===== src/hw/rtl/event_word_decode_time_window_macros.svh =====
// ----------------------------------------------------------------------------
// Event word decoder assertion macros
// Shorthand for the concurrent checks at the end of the top level.
// ----------------------------------------------------------------------------
`ifndef EVENT_WORD_DECODE_TIME_WINDOW_MACROS_SVH
`define EVENT_WORD_DECODE_TIME_WINDOW_MACROS_SVH

`ifndef NO_ASSERTIONS

// Check that is held off while reset is asserted.
`define EWDTW_ASSERT(lbl, prop) \
	lbl: assert property (@(posedge clk) disable iff (!arst_n) prop) \
		else $error("event word decoder check failed");

// Check that must also hold while reset is asserted.
`define EWDTW_ASSERT_ALWAYS(lbl, prop) \
	lbl: assert property (@(posedge clk) prop) \
		else $error("event word decoder invariant failed");

`else

`define EWDTW_ASSERT(lbl, prop)
`define EWDTW_ASSERT_ALWAYS(lbl, prop)

`endif

`endif


===== src/hw/rtl/ewdtw_pkg.sv =====
// ----------------------------------------------------------------------------
// Event word decoder package
// Field defaults, wrap constants, status codes and coordinate modulo helpers.
// ----------------------------------------------------------------------------
`default_nettype none

package ewdtw_pkg;

	// Default field positions inside an event word.
	localparam int TIME_POS   = 20;
	localparam int TIME_BITS  = 12;
	localparam int HALF_POS   = 19;
	localparam int POL_POS    = 18;
	localparam int ROW_POS    = 9;
	localparam int COORD_BITS = 9;

	localparam int WORD_W   = 32;
	localparam int TS_W     = 32;
	localparam int RAW_W    = 12;
	localparam int X_W      = 10;
	localparam int Y_W      = 9;
	localparam int SUM_W    = 11;
	localparam int WRAP_W   = 22;
	localparam int WRAP_SH  = 11;   // one wrap step is 2048 ticks
	localparam int CFG_IDX_W = 1;
	localparam int CFG_W    = 32;

	localparam logic [WRAP_W-1:0] WRAP_LIMIT = WRAP_W'(2097000);
	localparam logic [TS_W-1:0]   WRAP_STEP  = TS_W'(1) << WRAP_SH;

	localparam logic [CFG_W-1:0] WIN_START_RST = '0;
	localparam logic [CFG_W-1:0] WIN_END_RST   = '1;

	typedef enum logic [CFG_IDX_W-1:0] {
		REG_WIN_START = 1'b0,
		REG_WIN_END   = 1'b1
	} reg_idx_t;

	typedef enum logic [1:0] {
		ST_EVENT  = 2'd0,
		ST_DUP    = 2'd1,
		ST_BEFORE = 2'd2,
		ST_END    = 2'd3
	} status_t;

	// Column modulo 320; input stays below 1280.
	function automatic logic [SUM_W-1:0] mod320(input logic [SUM_W-1:0] v);
		logic [SUM_W-1:0] r;
		if (v >= SUM_W'(960))
			r = v - SUM_W'(960);
		else if (v >= SUM_W'(640))
			r = v - SUM_W'(640);
		else if (v >= SUM_W'(320))
			r = v - SUM_W'(320);
		else
			r = v;
		return r;
	endfunction

	// Modulo 640; input stays below 1920.
	function automatic logic [SUM_W-1:0] mod640(input logic [SUM_W-1:0] v);
		logic [SUM_W-1:0] r;
		if (v >= SUM_W'(1280))
			r = v - SUM_W'(1280);
		else if (v >= SUM_W'(640))
			r = v - SUM_W'(640);
		else
			r = v;
		return r;
	endfunction

	// Row modulo 480; input stays below 1440.
	function automatic logic [SUM_W-1:0] mod480(input logic [SUM_W-1:0] v);
		logic [SUM_W-1:0] r;
		if (v >= SUM_W'(960))
			r = v - SUM_W'(960);
		else if (v >= SUM_W'(480))
			r = v - SUM_W'(480);
		else
			r = v;
		return r;
	endfunction

endpackage

`default_nettype wire


===== src/hw/rtl/event_word_decode_time_window.sv =====
// Event word decoder with timestamp extension and time window. Takes one
// 32-bit event word per cycle while the output side is not stalled and
// returns one result word per input through the input and result registers.
// The input register feeds a single pass that extends the raw time with the
// wrap counter, classifies the word against the window and decodes x, y and
// polarity; the wrap counter, previous time and duplicate fingerprint close
// their loop within that single pass, which is what sets the rate of one
// word per cycle. A window-end result does not consume the word logically:
// the sender presents it again for the next window.
// ----------------------------------------------------------------------------
// Event word decoder, time window top level
// Input register, decode and timestamp extension pass, result register.
// ----------------------------------------------------------------------------
`default_nettype none
`include "event_word_decode_time_window_macros.svh"

module event_word_decode_time_window #(
	parameter int TIME_POS   = ewdtw_pkg::TIME_POS,
	parameter int TIME_BITS  = ewdtw_pkg::TIME_BITS,
	parameter int HALF_POS   = ewdtw_pkg::HALF_POS,
	parameter int POL_POS    = ewdtw_pkg::POL_POS,
	parameter int ROW_POS    = ewdtw_pkg::ROW_POS,
	parameter int COORD_BITS = ewdtw_pkg::COORD_BITS
) (
	input  wire logic                             clk,
	input  wire logic                             arst_n,
	// Configuration write port.
	input  wire logic                             wr_en,
	input  wire logic [ewdtw_pkg::CFG_IDX_W-1:0]  wr_index,
	input  wire logic [ewdtw_pkg::CFG_W-1:0]      wr_data,
	// Event words in.
	input  wire logic                             s_tvalid,
	output logic                                  s_tready,
	input  wire logic [31:0]                      s_tdata,   // [31:0] event_word
	input  wire logic [0:0]                       s_tuser,   // [0] new_chunk
	// Decoded results out.
	output logic                                  m_tvalid,
	input  wire logic                             m_tready,
	// [9:0] x_coord, [18:10] y_coord, [50:19] timestamp, [51] polarity,
	// [63:52] raw_time
	output logic [63:0]                           m_tdata,
	output logic [1:0]                            m_tuser    // [1:0] status
);

	localparam int SUM_W  = ewdtw_pkg::SUM_W;
	localparam int TS_W   = ewdtw_pkg::TS_W;
	localparam int WRAP_W = ewdtw_pkg::WRAP_W;

	// Configuration and time state.
	logic [ewdtw_pkg::CFG_W-1:0] win_start_q, win_end_q;
	logic [WRAP_W-1:0]           wrap_q;
	logic [TS_W-1:0]             prev_q;
	logic                        start_clr_q;
	logic [SUM_W-1:0]            fp_q;

	// Input register.
	logic                        vld_s1;
	logic [31:0]                 word_s1;
	logic                        chunk_s1;

	// Result register.
	logic                        vld_s2;
	ewdtw_pkg::status_t          status_s2;
	logic [ewdtw_pkg::X_W-1:0]   x_s2;
	logic [ewdtw_pkg::Y_W-1:0]   y_s2;
	logic [TS_W-1:0]             ts_s2;
	logic                        pol_s2;
	logic [ewdtw_pkg::RAW_W-1:0] raw_s2;

	logic advance, load_s1;

	// Decode pass.
	logic [31:0]            raw_ext, row_ext;
	logic [TIME_BITS-1:0]   raw_f;
	logic [TS_W-1:0]        t_base, t_wrap, t_fin;
	logic                   stepped;
	logic [WRAP_W-1:0]      wrap_inc, wrap_nxt;
	logic                   hit_limit, clr_nxt;
	logic [TS_W-1:0]        eff_start;
	logic [COORD_BITS-1:0]  col_f, row_f;
	logic [SUM_W-1:0]       x_val, y_val, sum_xy, fp_eff, fp_nxt;
	ewdtw_pkg::status_t     status_nxt;

	function automatic logic [31:0] s_tdata_s1_shift(input logic [31:0] w);
		return w >> TIME_POS;
	endfunction

	assign advance  = !vld_s2 || m_tready;
	assign s_tready = !vld_s1 || advance;
	assign load_s1  = s_tvalid && s_tready;

	always_comb begin
		raw_ext  = s_tdata_s1_shift(word_s1);
		raw_f    = raw_ext[TIME_BITS-1:0];
		t_base   = TS_W'({wrap_q, {ewdtw_pkg::WRAP_SH{1'b0}}}) + TS_W'(raw_f >> 1);
		stepped  = t_base < prev_q;
		wrap_inc = wrap_q + WRAP_W'(1);
		wrap_nxt = stepped ? wrap_inc : wrap_q;
		t_wrap   = stepped ? t_base + ewdtw_pkg::WRAP_STEP : t_base;
		hit_limit = wrap_nxt >= ewdtw_pkg::WRAP_LIMIT;
		t_fin    = hit_limit ? '0 : t_wrap;
		clr_nxt  = hit_limit || start_clr_q;
		eff_start = clr_nxt ? '0 : win_start_q;

		row_ext = word_s1 >> ROW_POS;
		row_f   = row_ext[COORD_BITS-1:0];
		col_f   = word_s1[COORD_BITS-1:0];
		y_val   = ewdtw_pkg::mod480(SUM_W'(row_f));
		if (word_s1[HALF_POS])
			x_val = ewdtw_pkg::mod640(SUM_W'(col_f) + SUM_W'(320));
		else
			x_val = ewdtw_pkg::mod320(SUM_W'(col_f));
		sum_xy = x_val + y_val;

		// A new chunk clears the fingerprint before this word is checked.
		fp_eff = chunk_s1 ? '0 : fp_q;
		fp_nxt = fp_eff;
		if (t_fin < eff_start) begin
			status_nxt = ewdtw_pkg::ST_BEFORE;
		end else if (t_fin >= win_end_q) begin
			status_nxt = ewdtw_pkg::ST_END;
		end else if (sum_xy == fp_eff) begin
			status_nxt = ewdtw_pkg::ST_DUP;
		end else begin
			status_nxt = ewdtw_pkg::ST_EVENT;
			fp_nxt = sum_xy;
		end
	end

	always_ff @(posedge clk or negedge arst_n) begin
		if (!arst_n) begin
			win_start_q <= ewdtw_pkg::WIN_START_RST;
			win_end_q   <= ewdtw_pkg::WIN_END_RST;
			wrap_q      <= '0;
			prev_q      <= '0;
			start_clr_q <= 1'b0;
			fp_q        <= '0;
			vld_s1      <= 1'b0;
			vld_s2      <= 1'b0;
		end else begin
			if (wr_en) begin
				case (wr_index)
					ewdtw_pkg::REG_WIN_START: begin
						win_start_q <= wr_data;
						start_clr_q <= 1'b0;
					end
					ewdtw_pkg::REG_WIN_END: win_end_q <= wr_data;
					default: ;
				endcase
			end
			if (s_tready)
				vld_s1 <= s_tvalid;
			if (advance) begin
				vld_s2 <= vld_s1;
				if (vld_s1) begin
					wrap_q      <= hit_limit ? '0 : wrap_nxt;
					prev_q      <= t_fin;
					start_clr_q <= clr_nxt;
					fp_q        <= fp_nxt;
				end
			end
		end
	end

	always_ff @(posedge clk) begin
		if (load_s1) begin
			word_s1  <= s_tdata;
			chunk_s1 <= s_tuser[0];
		end
		if (advance && vld_s1) begin
			status_s2 <= status_nxt;
			ts_s2     <= t_fin;
			raw_s2    <= ewdtw_pkg::RAW_W'(raw_f);
			if (status_nxt == ewdtw_pkg::ST_EVENT || status_nxt == ewdtw_pkg::ST_DUP) begin
				x_s2   <= ewdtw_pkg::X_W'(x_val);
				y_s2   <= ewdtw_pkg::Y_W'(y_val);
				pol_s2 <= word_s1[POL_POS];
			end else begin
				x_s2   <= '0;
				y_s2   <= '0;
				pol_s2 <= 1'b0;
			end
		end
	end

	assign m_tvalid = vld_s2;
	assign m_tuser  = status_s2;
	assign m_tdata  = {raw_s2, pol_s2, ts_s2, y_s2, x_s2};

	// The wrap counter is folded back to zero as soon as it reaches the limit.
	`EWDTW_ASSERT(a_wrap_below_limit, wrap_q < ewdtw_pkg::WRAP_LIMIT)

	// A delivered event leaves its own x + y as the chunk fingerprint.
	`EWDTW_ASSERT(a_event_sets_fp,
		(vld_s2 && status_s2 == ewdtw_pkg::ST_EVENT) |->
		(fp_q == SUM_W'(x_s2) + SUM_W'(y_s2)))

	// Words outside the window carry no coordinates.
	`EWDTW_ASSERT(a_outside_blank,
		(vld_s2 && (status_s2 == ewdtw_pkg::ST_BEFORE || status_s2 == ewdtw_pkg::ST_END))
		|-> (x_s2 == '0 && y_s2 == '0 && !pol_s2))

	// Hitting the wrap limit shows up as a zero timestamp on the result.
	`EWDTW_ASSERT(a_limit_clears_time,
		$rose(start_clr_q) |-> (vld_s2 && ts_s2 == '0 && prev_q == '0))

endmodule

`default_nettype wire

===== config.mk =====
export PLATFORM = sky130hd
export DESIGN_NAME = event_word_decode_time_window
export DESIGN_NICKNAME = d
export VERILOG_FILES = /design/src/hw/rtl/ewdtw_pkg.sv /design/src/hw/rtl/event_word_decode_time_window.sv
export VERILOG_INCLUDE_DIRS = /design/src /design/src/hw/rtl
export SDC_FILE = /design/constraint.sdc
export NUM_CORES = 1
export LEC_CHECK = 0
export BUFFER_PORTS_ARGS = -buffer_cell sky130_fd_sc_hd__buf_2
export CAP_MARGIN = 20
export CELL_PAD_IN_SITES_DETAIL_PLACEMENT = 1
export CELL_PAD_IN_SITES_GLOBAL_PLACEMENT = 1
export CORE_MARGIN = 2
export CORE_UTILIZATION = 51
export CTS_CLUSTER_SIZE = 24
export DETAILED_ROUTE_END_ITERATION = 16
export MAX_ROUTING_LAYER = met4
export PLACE_DENSITY = 0.91
export SYNTH_ARGS = -nofsm -noshare
export SYNTH_HDL_FRONTEND = slang
export SYNTH_SLANG_ARGS = --single-unit

===== constraint.sdc =====
create_clock -name clk -period 14.9 [get_ports clk]
set_input_delay 2.235 -clock clk [delete_from_list [all_inputs] [get_ports clk]]
set_output_delay 2.235 -clock clk [all_outputs]
set_load 0.01 [all_outputs]

# Word level (Yosys, flattened, before mapping)
# Cells that the tools add are included.
dict set report classes {
  div_mod_pow 0
  reduce_logical 12
  eq_ne 2
  n_mul 0
  bitwise_logic 1
  mux 21
  n_lt_le_gt_ge 8
  shifts 0
  add_sub_neg 9
}
# cell n
set ops {}
lappend ops {{$mux W11} 9}
lappend ops {{$mux W32} 3}
lappend ops {{$lt A32 B32 Y1} 2}
lappend ops {{$mux W22} 2}
lappend ops {{$add A32 B11 Y32} 1}
lappend ops {{$add A32 B12 Y32 const B} 1}
lappend ops {{$ge A32 B32 Y1} 1}
lappend ops {{$add A22 B1 Y22 const B} 1}
lappend ops {{$ge A22 B21 Y1 const B} 1}
lappend ops {{$sub A9 B9 Y10 const B} 2}
lappend ops {{$ge A9 B9 Y1 const B} 2}
lappend ops {{$add A11 B11 Y11} 1}
lappend ops {{$eq A11 B11 Y1} 1}
lappend ops {{$ge A10 B11 Y1 const B} 1}
lappend ops {{$sub A10 B10 Y11 const B} 1}
lappend ops {{$sub A10 B11 Y11 const B} 1}
lappend ops {{$add A9 B9 Y10 const B} 1}
lappend ops {{$ge A10 B10 Y1 const B} 1}
lappend ops {{$reduce_and A2 Y1} 3}
lappend ops {{$mux W1} 5}
lappend ops {{$logic_or A1 B1 Y1} 4}
lappend ops {{$mux W2} 2}
lappend ops {{$eq A2 B1 Y1 const B} 1}
lappend ops {{$logic_and A1 B1 Y1} 2}
lappend ops {{3 further kinds} 4}
dict set report word_totals {
  ram_bits 0
  input_bits 71
  romBits 0
  regBits 231
  latch_bits 0
  mem_count 0
}

# Depth between registers and ports, before layout
# Gate-level depths: netlist of the first run.
dict set report logic_depth {
  word_depth 12
  mapped_depth 25
}

# Worst setup path after synthesis of the first run
# OpenSTA, ideal clock, no wires.
dict set report synth_timing {
  path_type {flip-flop to flip-flop}
  startpoint {register word_s1[22]}
  endpoint {register x_s2[0] (netlist bit), data pin}
  synth_period_minus_slack_ps 5559
  required_ps 14645
  path_buffers 3
  setup_slack_ps 9341
  arrival_ps 5304
  setup_time_ps 255
  path_stages_with_launch 22
  cell_sequence {edfxtp_1 -> ha_1 -> a2111oi_4 -> o311a_2 -> o211ai_2 -> or3_1 -> a211o_1 -> o31ai_2 -> buf_4 -> nor2_1 -> clkbuf_1 -> nand2_1 -> ha_1 -> a21o_1 -> a21o_1 -> a2111oi_0 -> nor4_1 -> o32ai_1 -> or4b_1 -> o311a_4 -> clkbuf_1 -> and2_1}
}
dict set report synth_between {
  elab_chain_len 10
  elab_cells_between_ends 16
  classes_between {2 x add/sub; 4 x order compare; 1 x eq/ne; 6 x mux; 3 x reduce/logical}
}
# element line
set synth_lines {}
lappend synth_lines {{from (decl)} event_word_decode_time_window.sv:58} ;# logic [31:0] word_s1;
lappend synth_lines {{from (signal assigned)} event_word_decode_time_window.sv:167} ;# word_s1 <= s_tdata;
lappend synth_lines {{$add A32 B11 Y32 *} event_word_decode_time_window.sv:95} ;# t_base = TS_W'({wrap_q, {ewdtw_pkg::WRAP_SH{1'b0}}}) + TS_W'(raw_f >> 1);
lappend synth_lines {{$lt A32 B32 Y1} event_word_decode_time_window.sv:96} ;# stepped = t_base < prev_q;
lappend synth_lines {{$mux W22} event_word_decode_time_window.sv:98} ;# wrap_nxt = stepped ? wrap_inc : wrap_q;
lappend synth_lines {{$ge A22 B21 Y1} event_word_decode_time_window.sv:100} ;# hit_limit = wrap_nxt >= ewdtw_pkg::WRAP_LIMIT;
lappend synth_lines {{$mux W32 / $logic_or A1 B1 Y1 (equally long branches)} {event_word_decode_time_window.sv:101, event_word_decode_time_window.sv:102}}
lappend synth_lines {{$ge A32 B32 Y1 / $mux W32 (equally long branches)} {event_word_decode_time_window.sv:120, event_word_decode_time_window.sv:103}}
lappend synth_lines {{$mux W2 / $lt A32 B32 Y1 (equally long branches)} {event_word_decode_time_window.sv:120, event_word_decode_time_window.sv:118}}
lappend synth_lines {{$mux W2 *} event_word_decode_time_window.sv:118} ;# if (t_fin < eff_start) begin
lappend synth_lines {{$eq A2 B1 Y1 / $logic_not A2 Y1 (equally long branches)} event_word_decode_time_window.sv:174} ;# if (status_nxt == ewdtw_pkg::ST_EVENT || status_nxt == ewdtw_pkg::ST_DUP) begin
lappend synth_lines {{$logic_or A1 B1 Y1 *} event_word_decode_time_window.sv:174}
lappend synth_lines {{to (signal assigned)} event_word_decode_time_window.sv:175} ;# x_s2 <= ewdtw_pkg::X_W'(x_val);
lappend synth_lines {{to (decl)} event_word_decode_time_window.sv:64} ;# logic [ewdtw_pkg::X_W-1:0] x_s2;
# Mark *: on every way between the ends. The rest lies on a longest branch, timed or not.
# A chain may end at the register's enable or synchronous reset.

# Worst setup path in the final report of the first run
dict set report layout_timing {
  startpoint {register word_s1[30]}
  endpoint {register fp_q[0]}
}
dict set report layout_between {
  elab_chain_len 8
  elab_cells_between_ends 13
  classes_between {2 x add/sub; 4 x order compare; 6 x mux; 1 x reduce/logical}
}
# element line
set layout_lines {}
lappend layout_lines {{$add A32 B11 Y32 *} event_word_decode_time_window.sv:95}
lappend layout_lines {{$lt A32 B32 Y1} event_word_decode_time_window.sv:96}
lappend layout_lines {{$mux W22} event_word_decode_time_window.sv:98}
lappend layout_lines {{$ge A22 B21 Y1} event_word_decode_time_window.sv:100}
lappend layout_lines {{$mux W32 / $logic_or A1 B1 Y1 (equally long branches)} {event_word_decode_time_window.sv:101, event_word_decode_time_window.sv:102}}
lappend layout_lines {{$ge A32 B32 Y1 / $mux W32 (equally long branches)} {event_word_decode_time_window.sv:120, event_word_decode_time_window.sv:103}}
lappend layout_lines {{$mux W11 / $lt A32 B32 Y1 (equally long branches)} {event_word_decode_time_window.sv:120, event_word_decode_time_window.sv:118}}
lappend layout_lines {{$mux W11 *} event_word_decode_time_window.sv:118}
lappend layout_lines {{to (signal assigned)} event_word_decode_time_window.sv:159} ;# fp_q <= fp_nxt;
lappend layout_lines {{to (decl)} event_word_decode_time_window.sv:54} ;# logic [SUM_W-1:0] fp_q;
# Marked as above.

==> results of run 1 <==
-- cell usage in the layout (no fill, tap or decap), drive strengths merged, types with 5 or more instances in the layout --
cell type / n
a2111oi: 5
a211oi: 6
a21o: 20
a21oi: 25
a31oi: 8
and2: 36
and3: 8
buf: 145
clkbuf: 37
clkinv: 6
dfrtp: 79
dfstp: 32
edfxtp: 99
ha: 91
inv: 63
mux2: 77
mux2i: 6
nand2: 87
nand2b: 7
nand3: 16
nand4: 25
nor2: 62
nor2b: 7
nor3: 12
o211ai: 6
o21a: 11
o21ai: 39
o31ai: 9
xnor2: 16
xor2: 20
-- logic make-up after synthesis --
| logic type | Yosys count | share of synthesized area |
|---|---|---|
| compound gates | 161 | 0.104 |
| fa+ha+maj | 92 | 0.103 |
| xor+xnor | 38 | 0.0322 |
| mux | 83 | 0.0828 |
| buf+inv | 96 | 0.0343 |
| flops | 210 | 0.517 |
| simple gates | 283 | 0.126 |
-- stage by stage --
stage / setup WS (ns) / power [W] / std cells
2_1_floorplan: 9.34 / 0.000942 / 963
3_3_place_gp: 8.32 / 0.00103 / 1354
3_5_place_dp: 7.87 / 0.00106 / 1354
4_1_cts: 7.78 / 0.00168 / 1398
5_1_grt: 7.49 / 0.00174 / 1399
6_report: 7.97 / 0.00167 / 1399
-- final cells by class --
| class | count | area, µm² | share of cell area |
|---|---|---|---|
| clock buffer | 37 | 752 | 0.0579 |
| clock inverter | 7 | 70.1 | 0.00539 |
| inverter | 63 | 239 | 0.0184 |
| multi-input combinational | 657 | 5030 | 0.388 |
| sequential | 210 | 5790 | 0.446 |
| tap | 280 | 350 | 0.0270 |
| timing repair buffer | 145 | 753 | 0.0580 |
-- metal layers --
layer | share of wire | vias to the layer above
li1 | - | 3770
met3 | 0.041 | 77
met1 | 0.40 | 4253
met5 | 0 | -
met4 | 0.038 | 0
met2 | 0.52 | 250
-- state kept, by name (all words and copies together), names as in the netlist --
| name | count |
|---|---|
| chunk_s1 | 1 |
| pol_s2 | 1 |
| y_s2 | 9 |
| m_tuser | 2 |
| raw_s2 | 12 |
| start_clr_q | 1 |
| wrap_q | 22 |
| win_start_q | 32 |
| ts_s2 | 32 |
| m_tvalid | 1 |
| word_s1 | 32 |
| vld_s1 | 1 |
| win_end_q | 32 |
| fp_q | 11 |
| prev_q | 11 |
| x_s2 | 10 |
-- how the worst min path moves through the flow --
stage	start	endpoint	cells after the start	slack [ns]
3_5_place_dp	word_s1[20]	raw_s2[0]	0	0.45
5_1_grt	word_s1[20]	raw_s2[0]	0	0.48
4_1_cts	word_s1[20]	raw_s2[0]	0	0.47
6_report	word_s1[20]	raw_s2[0]	0	0.46
3_3_place_gp	word_s1[20]	raw_s2[0]	0	0.40
2_1_floorplan	word_s1[20]	raw_s2[0]	0	0.40
-- report_power, final --
group,internal (W),leakage (nW),switching [W]
Combinational,0.000138,3.17,0.000205
Clock,0.000365,0.408,0.000243
Sequential,0.000682,2.30,0.0000425
-- critical path, stage by stage, from the launching register on --
cell and delay [ns]:
edfxtp_1 0.43, ha_1 0.34, a21o_1 0.19, a21oi_1 0.53, o211ai_2 0.25, or3_1 0.41
a211o_1 0.34, o31ai_4 0.58, buf_8 0.25, nor2_2 0.06, buf_4 0.24, nand2_1 0.12
ha_1 0.24, a21o_1 0.16, a21o_1 0.17, a2111oi_0 0.47, nor4_1 0.11, o32ai_1 0.38
or4b_1 0.52, o311a_4 0.46, and3_1 0.34, o21ai_0 0.23
==> metrics.txt, run 1 <==
Syn Area/Cell=approximately 12 µm²; initial antenna violation count=0; clock sink count=210; Design Area, Final=roughly 0.013 mm²; fin crit share=0.465; Worst setup endpoint=fp_q[0]; CTS tree=built; most common cell in the netlist=edfxtp_1; I/O pin count=139; synth top area cells=edfxtp_1 27%, dfrtp_1 18%, ha_1 10%; met1 Resource Use GR=0.318; Clock H-tree levels=1; flop-to-flop setup slack=7.97 ns; Worst-path clk slew=~0.060 ns; fill count=2242; total track usage=0.278; leading area contributor after synthesis=edfxtp_1; register area share after synthesis=0.517; Via density=5.97; CTS Root Cell=clkbuf_16; final hold vios=0; number of DRC markers in iteration 0=between 300 and 400; total wire length=31.3 mm; Synth top cells by count=99 x edfxtp_1, 91 x ha_1, 87 x nand2_1, 79 x dfrtp_1, 77 x mux2_2; WP data required=around 15 ns; Chip Width=roughly 150 µm; post_cts resized=0; starting density of the core=0.516; Finished Core Util=0.599; GRT met3 Usage=0.0330; Post-Syn Area=around 0.011 mm²; Yosys warnings=0; Worst setup SP type=register; CP Launch Point=word_s1[30]; GRT met2 Usage=0.497; first-pass GRT wire length=49.9 mm; Die Y=~150 µm; core footprint=0.0217 mm²; fmax=around 0.14 GHz; top_reg_cell synth=edfxtp_1; number of CTS-inserted buffers=24; Skew-Pair Late Insertion Delay=about 0.54 ns; fraction of registers with async set/reset=0.529; total negative slack=0 ns; nets=~1300; RR Startpoint=word_s1[30]; Final HPWL DP=about 22 mm; worst-path maximum fanout=31; area of placed instances=0.0122 mm²; antenna cells=0; Worst Setup Path Type=register to register; Worst Hold Slack=~0.46 ns; final setup vio count=0; DRT antenna net count=0; area grow syn2layout=16.0%; GRT overflow=0; Synth Net Count=between 1000 and 1500; LEAKAGE=just under 6 nW; GP Congestion=about 0.88; 1st-pass router iterations=4; DR vias=about 8400; Pwr Density=approximately 130 mW/mm²; Max clock buf depth=3; routed len/inst=between 20 and 25 µm; Slew Viols, Final=0; vias in the first global route=between 9000 and 10000; post-route minimum period=between 6 and 7 ns; MaxCap Viol Count=0; Worst EP arrival=between 7 and 8 ns; buffers added on ports=~140; Cell Rows=54; VDD IR-drop max=between 0.00009 and 0.0001 V; die area=approximately 0.023 mm²; clock skew=roughly 0.024 ns; capture point of the worst reg-to-reg path=fp_q[0]; Worst-Margin Slew=about 1.0 ns; Post-Synthesis Cells=approximately 960; Cell variety after synth=76; top cell type's share of synthesized area=0.266; Setup crit end kind=register; Top Usage Layer GRT=met2; worst relative slew slack=0.304; layout cells sized above 1=0.275; largest net degree at the start of global routing=88; RSZ-0062 raised after global routing=no; DRC violations left=0; status=completed; Seq cells post-synth=between 200 and 250; Post-synth EDFFs=99; Reg2Reg Depth=21; postcts setup bufs=0; hold crit path type=register to register; Hold Buf Count CTS=0
Note: power is estimated with default switching activity, not from simulation.
==> run 2, diff against run 1 <==
--- a/config.mk
+++ b/config.mk
@@ -6,16 +6,17 @@
 export SDC_FILE = /design/constraint.sdc
 export NUM_CORES = 1
 export LEC_CHECK = 0
+export ABC_AREA = 1
 export BUFFER_PORTS_ARGS = -buffer_cell sky130_fd_sc_hd__buf_2
 export CAP_MARGIN = 20
 export CELL_PAD_IN_SITES_DETAIL_PLACEMENT = 1
 export CELL_PAD_IN_SITES_GLOBAL_PLACEMENT = 1
 export CORE_MARGIN = 2
-export CORE_UTILIZATION = 51
+export CORE_UTILIZATION = 40
 export CTS_CLUSTER_SIZE = 24
 export DETAILED_ROUTE_END_ITERATION = 16
 export MAX_ROUTING_LAYER = met4
-export PLACE_DENSITY = 0.91
+export PLACE_DENSITY = 0.81
 export SYNTH_ARGS = -nofsm -noshare
 export SYNTH_HDL_FRONTEND = slang
 export SYNTH_SLANG_ARGS = --single-unit
==> constraint.sdc (replaced) <==
create_clock -name clk -period 6.2 [get_ports clk]
set_input_delay 0.93 -clock clk [delete_from_list [all_inputs] [get_ports clk]]
set_output_delay 0.93 -clock clk [all_outputs]
set_load 0.01 [all_outputs]
==> run 2 against run 1 <==
Against the previous run: global-route usage fell by 6.3 points; final cell count rose by 32%; clock power rose by 130%; maximum frequency rose by 21%; area after synthesis rose by 1.8%; via count rose by 10%; combinational power rose to 6.1 times the previous value; setup slack got worse by 7.5 ns; clock skew rose by 0.0040 ns; sequential share of layout area fell by 1.1 points; non-clock buffer count rose by 8; critical path type unchanged; critical endpoint is now x_s2[7].
==> metrics.txt, run 2 <==
status=completed; die area=~0.03 mm²; GRT overflow=0; total track usage=0.215; total wire length=approximately 31 mm; CTS tree=built; Worst EP arrival=slightly above 6 ns; Cell Rows=61; Clock H-tree levels=1; fraction of registers with async set/reset=0.529; MaxCap Viol Count=0; Worst-Margin Slew=0.855 ns; most common cell in the netlist=nand2_1; layout cells sized above 1=0.177; most frequent cells in the layout=353 x nand2_1, 191 x inv_1, 137 x buf_2; Post-Layout Cell Count=roughly 1800; CP peak stage delay=around 0.45 ns; routed wl met2=15.0 mm; fmax=0.175 GHz; Max clock buf depth=3; highest metal used=met4; Synth Net Count=approximately 1500; CTS Root Cell=clkbuf_16; I/O pin count=139; buffers added on ports=about 140; Skew-Pair Late Insertion Delay=about 0.53 ns; Worst Hold Slack=0.420 ns; worst relative slew slack=0.430; top cell type's share of synthesized area=0.261; M1 wire length=around 14 mm; CP max stage cell=nand2_2; area grow syn2layout=16.9%; VDD IR-drop max=roughly 0.00025 V; number of CTS-inserted buffers=24; number of DRC markers in iteration 0=between 400 and 500; met3 wire len=~1.1 mm; DRT antenna net count=0; worst-path maximum fanout=21; LEAKAGE=roughly 6.4 nW; Post-Syn Area=~0.011 mm²; hold crit path type=register to register; GP Congestion=0.891; 1st-pass router iterations=5; CP bufs+invs=3; Syn Area/Cell=a little under 9 µm²; WP data required=6.55 ns; most common cell after layout, fill and taps aside=nand2_1; routed len/inst=about 17 µm; vias in the first global route=just under 10000; final setup vio count=0; Crit path max-delay family=simple AND/OR/NAND/NOR gates; antenna cells=0; Pwr Density=~410 mW/mm²; DRC violations left=0; core footprint=about 0.028 mm²; Slew Viols, Final=0; fin crit share=0.922; Worst setup SP type=register; initial antenna violation count=0; Seq cells post-synth=210; most frequent cell on the critical path=nand2_1; Post-Synthesis Cells=approximately 1300; Cell variety after synth=45; Yosys warnings=0; Worst Setup Path Type=register to register; clock sink count=210; Chip Width=around 170 µm; nets=1612; Placed Instances=1800; starting density of the core=0.408; clock skew=0.0277 ns; Tot Pwr=around 0.0055 W; final hold vios=0; Final HPWL DP=around 23 mm; post-route minimum period=between 5 and 6 ns; Via density=between 4 and 5; CP Cell Sequence=ha_1, nand2_1, o21ai_2, inv_2, nand2_1, nand2_1, nand2_1, nor2_1, nand2_1, nor2_2, a21oi_1, nand2_1, buf_4, nor2_1, ha_1, a21oi_1, o21ai_0, nand2_1, o211ai_1, a21oi_1, nand3_1, inv_1, nand2_2, a21oi_1; Post-synth EDFFs=slightly below 100; synth top area cells=edfxtp_1 26%, dfrtp_1 17%, nand2_1 12%; first-pass GRT wire length=51.0 mm; DR vias=around 9000; register area share after synthesis=0.508; RSZ-0062 raised after global routing=no; largest net degree at the start of global routing=64; Worst-path clk slew=around 0.06 ns; Die Y=about 170 µm; leading area contributor after synthesis=edfxtp_1; postcts setup bufs=0; top_reg_cell synth=edfxtp_1; total negative slack=0 ns; Setup crit end kind=register; Synth top cells by count=354 x nand2_1, 191 x inv_1, 121 x o21ai_0, 99 x edfxtp_1, 94 x nor2_1
[run 2: worst paths after layout]
kind                                   from   endpoint  slack, ns  depth (start not counted)
worst max-delay path            word_s1[31]    x_s2[7]       0.48                         24
worst min-delay path            word_s1[20]  raw_s2[0]       0.42                          0
worst max register to register  word_s1[31]    x_s2[7]       0.48                         24
worst min register to register  word_s1[20]  raw_s2[0]       0.42                          0
max in group asynchronous            arst_n  wrap_q[4]       4.43                          2
min in group asynchronous            arst_n   m_tvalid       0.43                          1
[run 2: power by group]
group / switching (W) / total (W) / internal [W]
Combinational: 0.00135 / 0.00207 / 0.000721
Clock: 0.000575 / 0.00140 / 0.000821
Sequential: 0.000187 / 0.00202 / 0.00184
[run 2: cell families (layout without fill, tap and decap cells)]
family / Yosys count / in the layout / share of synthesized area
AND/OR/NAND/NOR: 558 / 558 / 0.202
XOR/XNOR: 23 / 23 / 0.0177
AO/OA/AOI/OAI: 192 / 192 / 0.0898
multiplexers: 1 / 1 / 0.000988
buffers and inverters: 233 / 391 / 0.0793
flip-flops: 210 / 210 / 0.508
adder cells (fa/ha/maj): 92 / 92 / 0.102
[run 2: through the flow]
step	util	cell area [µm²]	setup slack [ns]
6_report	0.477	13300	0.483
3_3_place_gp	0.448	12500	0.722
5_1_grt	0.477	13300	0.0192
2_1_floorplan	-	11400	1.80
3_5_place_dp	0.448	12500	0.507
4_1_cts	0.476	13300	0.452
[run 2: cell type report]
cell class,count,area [µm²]
clock buffers,35,696
clock inverters,9,85.1
fillers,3394,14600
inverters,194,728
multi-input cells,866,4720
flip-flops and latches,210,5790
well taps,378,473
repair buffers,153,831
[run 2: metal layers]
layer  global-route usage  vias to the layer above
li1                     -                     4523
met1                0.276                     4449
met2                0.364                      178
met3               0.0251                       47
met4               0.0516                        0
met5                    -                        -
[run 2: what timing repair did]
action                     in CTS  in global routing
resized for setup               0                  1
hold buffers                    0                  0
setup endpoints to repair       0                  8
==> run 3, diff against run 2 <==
--- a/config.mk
+++ b/config.mk
@@ -9,14 +9,13 @@
 export ABC_AREA = 1
 export BUFFER_PORTS_ARGS = -buffer_cell sky130_fd_sc_hd__buf_2
 export CAP_MARGIN = 20
-export CELL_PAD_IN_SITES_DETAIL_PLACEMENT = 1
-export CELL_PAD_IN_SITES_GLOBAL_PLACEMENT = 1
 export CORE_MARGIN = 2
-export CORE_UTILIZATION = 40
+export CORE_UTILIZATION = 53
 export CTS_CLUSTER_SIZE = 24
 export DETAILED_ROUTE_END_ITERATION = 16
+export GPL_TIMING_DRIVEN = 0
 export MAX_ROUTING_LAYER = met4
-export PLACE_DENSITY = 0.81
+export PLACE_DENSITY = 0.82
 export SYNTH_ARGS = -nofsm -noshare
 export SYNTH_HDL_FRONTEND = slang
 export SYNTH_SLANG_ARGS = --single-unit
==> run 3 against run 2 <==
Against the previous run: clock-buffer cell count decreased by 2; power fell by 1.2%; largest power group unchanged; die area down 24%; non-clock buffer count rose by 27; global-route usage is 4.5 points higher; critical path type unchanged.
==> metrics.txt, run 3 (same netlist as run 2, synthesis figures left out) <==
Worst-Margin Slew=0.785 ns; Worst Setup Path Type=register to register; status=completed; CP Cell Sequence=ha_1, nand2_1, o21ai_2, inv_2, nand2_1, buf_2, nand2_1, nand2_1, nor2_1, nand2_1, nor2_2, a21oi_1, nand2_1, nor2_1, clkbuf_1, nand2_1, ha_1, a21oi_1, nor2_1, a211oi_1, o221ai_1, a21oi_1, clkbuf_1, a21oi_1; LEAKAGE=6.36 nW; VDD IR-drop max=about 0.00025 V; Crit path max-delay family=compound AO/OA/AOI/OAI gates; antenna cells=0; clock sink count=210; die area=approximately 0.023 mm²; core footprint=0.0211 mm²; DRT antenna net count=0; Setup crit end kind=register; buffers added on ports=about 140; number of CTS-inserted buffers=23; starting density of the core=0.540; final setup vio count=0; hold crit path type=input port to asynchronous set/reset pin; Tot Pwr=around 0.0054 W; Die Y=roughly 150 µm; total negative slack=0 ns; area grow syn2layout=16.4%; worst relative slew slack=0.477; Worst EP arrival=a little over 6 ns; fin crit share=0.935; final hold vios=0; postcts setup bufs=0; CTS Root Cell=clkbuf_16; CP peak stage delay=0.45 ns; fmax=0.172 GHz; most frequent cell on the critical path=nand2_1; GP Congestion=just over 0.9; most frequent cells in the layout=354 x nand2_1, 190 x inv_1, 143 x buf_2; Via density=about 5.3; clock power share=0.245; internal power=roughly 0.0034 W; Cell Rows=53; Pwr Density=409 mW/mm²; total track usage=0.260; Net Switching=around 0.002 W; CP max stage cell=clkbuf_1; Placed Instances=~1700; RSZ-0062 raised after global routing=no; number of DRC markers in iteration 0=875; Skew-Pair Late Insertion Delay=0.51 ns; most common cell after layout, fill and taps aside=nand2_1; clock skew=0.0157 ns; Slew Viols, Final=0; MaxCap Viol Count=0; first-pass GRT wire length=around 45 mm; DRC violations left=0; Worst-path clk slew=~0.060 ns; total wire length=28.0 mm; CTS tree=built; Worst setup SP type=register; initial antenna violation count=0; Seq pwr share=0.371; nets=1638; worst-path maximum fanout=10; WP data required=roughly 6.4 ns; Final HPWL DP=20.8 mm; Clock H-tree levels=1; GRT overflow=0; vias in the first global route=9050; Chip Width=151 µm; I/O pin count=roughly 140; routed len/inst=approximately 16 µm; combinational share of power=0.384; Sw Share=0.380; post-route minimum period=about 5.8 ns; Max clock buf depth=3; layout cells sized above 1=0.175; 1st-pass router iterations=6; DR vias=9419; largest net degree at the start of global routing=75; CP bufs+invs=4; Post-Layout Cell Count=around 1800
-- run 3: cell count changes in the layout (fill, tap and decap cells not counted), sizes merged --
cell,previous run,this run
clkinvlp,1,2
buf,153,154
bufinv,1,2
clkinv,7,5
clkbuf,35,59
inv,194,193
-- run 3: power by group through the flow --
stage          clock, W  combinational [W]  sequential [W]
6_report        0.00133            0.00208         0.00201
5_1_grt         0.00140            0.00236         0.00204
4_1_cts         0.00134            0.00206         0.00201
3_5_place_dp          0            0.00203         0.00203
3_3_place_gp          0            0.00194         0.00202
2_1_floorplan         0            0.00139         0.00204
-- run 3: layout make-up --
type,count,area (µm²)
plain buffers,39,180
clock buffers,33,633
clock inverters,8,97.6
fillers,1746,7830
inverters,194,728
multi-input cells,866,4730
flip-flops and latches,210,5790
well taps,275,344
repair buffers,141,761
-- run 3: through the flow --
step                      setup WS, ns  instance area [µm²]  hold WS (ns)  utilization
after global routing            0.0146                13300         0.432        0.629
after detailed placement         0.326                12500         0.416        0.593
after floorplan                   1.80                11400         0.400            -
final                            0.402                13300         0.410        0.629
after CTS                        0.235                13200         0.426        0.628
after global placement           0.280                12400         0.401        0.589
-- run 3: routing by layer --
metal  wire (µm)  up-vias  track usage  share of wire
met2       13300      345        0.417           0.47
met4         905        0       0.0893          0.032
met1       11700     4428        0.346           0.42
met5           0        -            -              0
li1            -     4583            -              -
met3        2130       63       0.0306          0.076
-- run 3: repair_timing --
item | in CTS | in global routing
setup endpoints to repair | 0 | 26
hold buffers | 0 | 0
resized for setup | 0 | 16
-- run 3: final timing paths --
| path | start | end | slack, ns | cells past startpoint |
|---|---|---|---|---|
| hold / removal | arst_n | win_start_q[5] | 0.41 | 1 |
| hold reg to reg | word_s1[20] | raw_s2[0] | 0.42 | 0 |
| setup / recovery | word_s1[31] | m_tuser[0] | 0.40 | 24 |
| min in group clk | word_s1[20] | raw_s2[0] | 0.42 | 0 |
| setup reg to reg | word_s1[31] | m_tuser[0] | 0.40 | 24 |
| max in group asynchronous | arst_n | win_end_q[14] | 5.01 | 2 |
